## config.mk

```make
export PLATFORM = sky130hd
export DESIGN_NAME = plsub_ctrl
export DESIGN_NICKNAME = d
export VERILOG_FILES = /design/src/hw/rtl/plsub_pkg.sv /design/src/hw/rtl/plsub_ctrl.sv
export SDC_FILE = /design/constraint.sdc
export NUM_CORES = 1
export LEC_CHECK = 0
export BUFFER_PORTS_ARGS = -buffer_cell sky130_fd_sc_hd__buf_2
export CORE_UTILIZATION = 45
export DETAILED_ROUTE_END_ITERATION = 16
export PLACE_DENSITY = 0.73
export SLEW_MARGIN = 15
export SYNTH_ARGS = -nofsm -noshare
export SYNTH_HDL_FRONTEND = slang
export SYNTH_SLANG_ARGS = --single-unit
```

## constraint.sdc

```tcl
create_clock -name clk -period 5.15 [get_ports clk]
set_clock_uncertainty 0.15 [all_clocks]
set_input_delay 0.515 -clock clk [delete_from_list [all_inputs] [get_ports clk]]
set_output_delay 0.515 -clock clk [all_outputs]
set_load 0.01 [all_outputs]
```

## src/hw/rtl/plsub_pkg.sv

```systemverilog
// Shared types and constants of the plasma rectangle subdivider.
// Used by the controller, datapath and top level; no dependencies.
`timescale 1ns / 1ps
package plsub_pkg;
	localparam int MAX_WIDTH  = 512;
	localparam int MAX_HEIGHT = 512;
	localparam int DEPTH      = MAX_WIDTH * MAX_HEIGHT;
	localparam int ADDR_W     = $clog2(DEPTH);
	localparam int CRD_W      = 9;
	localparam int PIX_W      = 16;
	localparam int RND_W      = 15;

	// configuration register indexes
	localparam logic [2:0] CFG_ROUGHNESS = 3'd0;
	localparam logic [2:0] CFG_SHIFT     = 3'd1;
	localparam logic [2:0] CFG_CEILING   = 3'd2;
	localparam logic [2:0] CFG_BORDER_EN = 3'd3;
	localparam logic [2:0] CFG_BORDER_V  = 3'd4;
	localparam logic [2:0] CFG_WIDTH     = 3'd5;
	localparam logic [2:0] CFG_HEIGHT    = 3'd6;

	// frame store address sources
	localparam logic [2:0] SEL_MID    = 3'd0;
	localparam logic [2:0] SEL_CORN_A = 3'd1;
	localparam logic [2:0] SEL_CORN_B = 3'd2;
	localparam logic [2:0] SEL_CENTER = 3'd3;
	localparam logic [2:0] SEL_SEED   = 3'd4;

	// write value sources
	localparam logic [1:0] VAL_FILL   = 2'd0;
	localparam logic [1:0] VAL_CENTER = 2'd1;
	localparam logic [1:0] VAL_SEED   = 2'd2;

	localparam logic [0:0] OP_SEED = 1'b0;

	typedef struct packed {
		logic       load;
		logic       rd_en;
		logic [2:0] addr_sel;
		logic       cap_a;
		logic       cap_b;
		logic       mul1;
		logic       mul2;
		logic       push;
		logic [1:0] val_sel;
		logic       sum_add;
		logic       finish;
		logic [1:0] mid_idx;
	} cmd_t;

	typedef struct packed {
		logic clr_busy;
		logic op;
		logic small_rect;
		logic q_zero;
		logic can_push;
		logic pend_v;
	} sts_t;
endpackage

```

## src/hw/rtl/plsub_ctrl.sv

```systemverilog
// Sequencer of the subdivider: walks seed, midpoint and centre steps.
// Depends on plsub_pkg; drives plsub_datapath through cmd_t.
`timescale 1ns / 1ps
module plsub_ctrl (
	input  logic            clk,
	input  logic            arst_n,
	input  logic            in_valid,
	output logic            in_ready,
	input  plsub_pkg::sts_t sts,
	output plsub_pkg::cmd_t cmd
);
	localparam logic [3:0] ST_CLR   = 4'd0;
	localparam logic [3:0] ST_IDLE  = 4'd1;
	localparam logic [3:0] ST_SEED  = 4'd2;
	localparam logic [3:0] ST_RD_P  = 4'd3;
	localparam logic [3:0] ST_CHK_P = 4'd4;
	localparam logic [3:0] ST_RD_B  = 4'd5;
	localparam logic [3:0] ST_MUL1  = 4'd6;
	localparam logic [3:0] ST_MUL2  = 4'd7;
	localparam logic [3:0] ST_FILL  = 4'd8;
	localparam logic [3:0] ST_RD_C  = 4'd9;
	localparam logic [3:0] ST_CHK_C = 4'd10;
	localparam logic [3:0] ST_CTR   = 4'd11;
	localparam logic [3:0] ST_DONE  = 4'd12;

	logic [3:0] state_q, state_d;
	logic [1:0] k_q, k_d;

	always_ff @(posedge clk or negedge arst_n) begin
		if (!arst_n) begin
			state_q <= ST_CLR;
			k_q     <= 2'd0;
		end else begin
			state_q <= state_d;
			k_q     <= k_d;
		end
	end

	always_comb begin
		state_d      = state_q;
		k_d          = k_q;
		in_ready     = 1'b0;
		cmd          = '0;
		cmd.mid_idx  = k_q;
		cmd.addr_sel = plsub_pkg::SEL_MID;
		cmd.val_sel  = plsub_pkg::VAL_FILL;
		case (state_q)
			ST_CLR: begin
				if (!sts.clr_busy) state_d = ST_IDLE;
			end
			ST_IDLE: begin
				in_ready = 1'b1;
				if (in_valid) begin
					cmd.load = 1'b1;
					k_d      = 2'd0;
					state_d  = ST_RD_P;
				end
			end
			ST_RD_P: begin
				// sort out seed and tiny rectangles, else read the current midpoint
				if (sts.op == plsub_pkg::OP_SEED) begin
					state_d = ST_SEED;
				end else if (sts.small_rect) begin
					state_d = ST_IDLE;
				end else begin
					cmd.rd_en = 1'b1;
					state_d   = ST_CHK_P;
				end
			end
			ST_CHK_P: begin
				if (!sts.q_zero) begin
					cmd.sum_add = 1'b1;
					k_d         = k_q + 2'd1;
					state_d     = (k_q == 2'd3) ? ST_RD_C : ST_RD_P;
				end else begin
					cmd.rd_en    = 1'b1;
					cmd.addr_sel = plsub_pkg::SEL_CORN_A;
					state_d      = ST_RD_B;
				end
			end
			ST_RD_B: begin
				cmd.cap_a    = 1'b1;
				cmd.rd_en    = 1'b1;
				cmd.addr_sel = plsub_pkg::SEL_CORN_B;
				state_d      = ST_MUL1;
			end
			ST_MUL1: begin
				cmd.cap_b = 1'b1;
				cmd.mul1  = 1'b1;
				state_d   = ST_MUL2;
			end
			ST_MUL2: begin
				cmd.mul2 = 1'b1;
				state_d  = ST_FILL;
			end
			ST_FILL: begin
				if (sts.can_push) begin
					cmd.push = 1'b1;
					k_d      = k_q + 2'd1;
					state_d  = (k_q == 2'd3) ? ST_RD_C : ST_RD_P;
				end
			end
			ST_RD_C: begin
				cmd.rd_en    = 1'b1;
				cmd.addr_sel = plsub_pkg::SEL_CENTER;
				state_d      = ST_CHK_C;
			end
			ST_CHK_C: begin
				state_d = sts.q_zero ? ST_CTR : ST_DONE;
			end
			ST_CTR: begin
				cmd.addr_sel = plsub_pkg::SEL_CENTER;
				cmd.val_sel  = plsub_pkg::VAL_CENTER;
				if (sts.can_push) begin
					cmd.push = 1'b1;
					state_d  = ST_DONE;
				end
			end
			ST_SEED: begin
				cmd.addr_sel = plsub_pkg::SEL_SEED;
				cmd.val_sel  = plsub_pkg::VAL_SEED;
				if (sts.can_push) begin
					cmd.push = 1'b1;
					state_d  = ST_DONE;
				end
			end
			ST_DONE: begin
				if (!sts.pend_v) begin
					state_d = ST_IDLE;
				end else if (sts.can_push) begin
					cmd.finish = 1'b1;
					state_d    = ST_IDLE;
				end
			end
			default: state_d = ST_IDLE;
		endcase
	end
endmodule

```

# Word level (Yosys, flattened, before mapping)
# Cells that the tools add are included.
[word_totals] reg_bits=6 inputBits=9 output_inout_bits=17 word_cells=64
[op_classes] add_sub_neg=1 eq_ne=19 mux=34 n_reduce_logical=8
[op_table] op="4-bit one-hot mux with 12 select lines" n=1
[op_table] op="4-bit 2-to-1 mux" n=10
[op_table] op="4-bit == test, second input constant" n=5
[op_table] op="4-bit by 3-bit == test with 1-bit output, second input constant" n=4
[op_table] op="1-bit 2-to-1 mux" n=13
[op_table] op="3-bit one-hot mux with 4 select lines" n=1
[op_table] op="4-bit by 2-bit == test with 1-bit output, second input constant" n=2
[op_table] op="2-bit 2-to-1 mux" n=4
[op_table] op="2-bit inequality test, second input constant" n=4
[op_table] op="3-bit 2-to-1 mux" n=2
[op_table] op="2-bit one-hot mux with 3 select lines" n=1
[op_table] op="2-bit OR reduction" n=3
[op_table] op="5-bit AND reduction" n=1
[op_table] op="4-bit by 1-bit == test with 1-bit output, second input constant" n=1
[op_table] op="4-bit zero test" n=1
[op_table] op="2-bit one-hot mux with 2 select lines" n=1
[op_table] op="4-bit AND reduction" n=1
[op_table] op="3-bit inequality test, second input constant" n=1
[op_table] op="1-bit one-hot mux with 3 select lines" n=1
[op_table] op="3-bit nonzero test" n=1
[op_table] op="3-bit OR reduction" n=1
[op_table] op="2-bit by 1-bit adder with 2-bit output, second input constant" n=1
[op_table] op="2-bit == test, second input constant" n=1
[op_table] op="2-bit by 1-bit inequality test with 1-bit output, second input constant" n=1

# Logic depth before layout (Yosys ltp)
[depth] ltp_word=4 depth_mapped=7 depth_no_buf=5

# Least setup slack after synthesis
# Ideal clock, no wire load.
[synth_timing] path_kind="register to output" startpoint="register state_q[1]" endpoint="output cmd[9] (netlist name)" arrival_time_ps=1306 required_ps=4485 path_slack_ps=3179 path_stages_with_launch=6 n_path_buf=3 cell_sequence="dfrtp_1 -> buf_2 -> buf_1 -> nand2_1 -> nor2_1 -> buf_4"
[synth_rtl] element="start, declared" line="plsub_ctrl.sv:26" text="logic [3:0] state_q, state_d;"
[synth_rtl] element="start signal, assigned" line="plsub_ctrl.sv:34" text="state_q <= state_d;"
[synth_rtl] element="end, declared" line="plsub_ctrl.sv:10" text="output plsub_pkg::cmd_t cmd"

==> impl_metrics.tcl <==
set metrics [dict create \
    status "finished, final reports clean" \
    power_density_nw_per_um2 613 \
    first_pass_iters 4 \
    areaGrowthSynthToFinish_pct 16.4 \
    seq_power_share 0.275 \
    post-cts-setup-buffers 0 \
    power_mw 0.538 \
    fin_crit_sh 0.489 \
    maxCapViolations 0 \
    rsz0062_at_grt "false" \
    ys_ff_latch 6 \
    clock_path_buffers 2 \
    start_util 0.489 \
    synthesis.nets 114 \
    port_buffers 25 \
    crit_required_ns 4.49 \
    hp-class "reg2reg" \
    yosys-top-cells-area "dfrtp_1 20%, nor2_1 8.0%, nand2_1 4.5%" \
    wl_per_cell_um 13.2 \
    routed_wirelength_mm 1.83 \
    syn_area_sq_um 754 \
    maxSlewHeadroom 0.568 \
    clk_latency_ns 0.25 \
    cts_made_buffers 3 \
    dr_total_vias 829 \
    gp_congestion 0.831 \
    period_minus_slack_ns 2.52 \
    hpwl_mm 1.29 \
    cp_max_fo 18 \
    finalSetupViolCount 0 \
    fmax_mhz 397 \
    cts_sinks 6 \
    die_w_um 42.9 \
    ys_seq_area_frac 0.199 \
    synthFlopType "dfrtp_1" \
    setup_tns_ns 0 \
    power.internal_mw 0.261 \
    hold_violations 0 \
    critical_path_arrival_ns 1.86 \
    drive_gt1_frac 0.301 \
    dieHeight_um 42.9 \
    final_common_cell "buf_2" \
    ys_warn_count 0 \
    cts-root-buf "clkbuf_4" \
    synthCells 103 \
    die-area_sq_um 1840 \
    grt_pass1_wl_mm 3.00 \
    clk_pin_slew_worst_paths_ns 0.05 \
    track_usage 0.214 \
    grt_pass1_vias 679 \
    cts_tree "built" \
    grt_max_degree 22 \
    ios 26 \
    antenna_found_initial 0 \
    worst_slew_pin_slew_ns 0.649 \
    antennaDiodeCount 0 \
    comb_power_share 0.643 \
    synth_edf_count 0 \
    cp-start-kind "flop" \
    synth_top_cell_by_area "dfrtp_1" \
    layout_common_cells "25 x buf_2, 16 x nor2_1, 9 x nand2_1" \
    switching_share 0.516 \
    ir_worst_vdd_mv 0.303 \
    yosys.area.top_type_share 0.199 \
    htree_levels 1 \
    slew_violations 0 \
    row_count 14 \
    yosysUniqueCellTypes 43 \
    clkPwrFrac 0.082 \
    nets 136 \
    power.switching_mw 0.278 \
    synthArstFlopShare 1.00 \
    ant_nets 0 \
    core_sq_um 1540 \
    avgViaCountPerCell 5.96 \
    power_leakage_nw 0.426 \
    crit_type "reg2out" \
    syn_avg_cell_area_sq_um 7.32 \
    overflow 0 \
    drc 0 \
    end_kind "output port" \
    drt-initial-drc-count 21 \
]
-- through the flow --
| step | util | setup slack [ns] | cell area (sq um) | cells | hold slack (ns) |
|---|---|---|---|---|---|
| 6_report | 0.570 | 2.63 | 878 | 139 | 0.438 |
| 5_1_grt | 0.570 | 2.49 | 878 | 139 | 0.471 |
| 4_1_cts | 0.570 | 2.65 | 878 | 139 | 0.438 |
| 3_5_place_dp | 0.549 | 2.92 | 846 | 135 | 0.192 |
| 3_3_place_gp | 0.549 | 2.92 | 846 | 135 | 0.190 |
| 2_1_floorplan | - | 3.18 | 754 | 103 | 0.0694 |
-- worst max-delay path: stages, from the launching register on --
cell and delay [ns]:
dfrtp_1 0.67, nor2b_1 0.35, nor2_1 0.14, a2bb2oi_1 0.15
o22ai_1 0.13, buf_2 0.16
-- final timing paths --
check / start / endpoint / slack (ns) / cells past startpoint
setup / recovery: state_q[3] / cmd[14] / 2.63 / 5
hold / removal: k_q[1] / k_q[1] / 0.44 / 2
setup reg to reg: state_q[0] / state_q[0] / 2.95 / 5
hold reg to reg: k_q[1] / k_q[1] / 0.44 / 2
max in group asynchronous: arst_n / state_q[0] / 4.24 / 2
min in group asynchronous: arst_n / k_q[1] / 0.46 / 2
-- registers in the layout, indices dropped and copies added, names as in the netlist --
| signal | flops |
|---|---|
| k_q | 2 |
| state_q | 4 |
-- cells in the mapped netlist, types with 2 or more instances --
cell,count
a21oi_1,5
buf_2,4
buf_4,2
dfrtp_1,6
ha_1,2
inv_1,5
mux2_4,2
nand2_1,9
nand2b_1,2
nand3_1,3
nor2_1,16
nor2b_1,5
nor3_1,5
nor3_2,2
o21ai_0,5
o22ai_1,3
-- kinds of logic (layout without fill, tap and decap cells) --
kind of cell    count (synthesis)  after routing  share of synthesized area
compound gates                 28             28                      0.274
xor+xnor                        1              1                     0.0116
fa+ha+maj                       2              2                     0.0332
buf+inv                        14             34                     0.0962
flops                           6              6                      0.199
mux                             2              2                     0.0398
simple gates                   50             50                      0.347
-- power by group through the flow --
stage          logic [mW]  registers [mW]  clock network [mW]
3_3_place_gp        0.343           0.147                   0
5_1_grt             0.386           0.158              0.0462
4_1_cts             0.346           0.146              0.0445
6_report            0.346           0.148              0.0439
3_5_place_dp        0.344           0.147                   0
2_1_floorplan       0.335          0.0872                   0
-- cell type report --
type	count	area [sq um]
inverter	5	18.8
timing repair buffer	26	135
clock buffer	3	22.5
fill	160	663
multi-input combinational	83	532
tap	16	20.0
sequential	6	150
-- per-layer routing --
layer,vias up,part of all wire,global-route usage
met5,-,0,0
met4,0,0.014,0.0909
met3,4,0.074,0.0255
met2,37,0.44,0.312
met1,385,0.47,0.316
li1,403,-,-
-- timing repair --
action | in CTS | in global routing
hold buffers | 1 | 0
gates resized for setup | 0 | 0
hold endpoints to repair | 6 | 0
No activity file was read; power rests on OpenSTA's default activity.
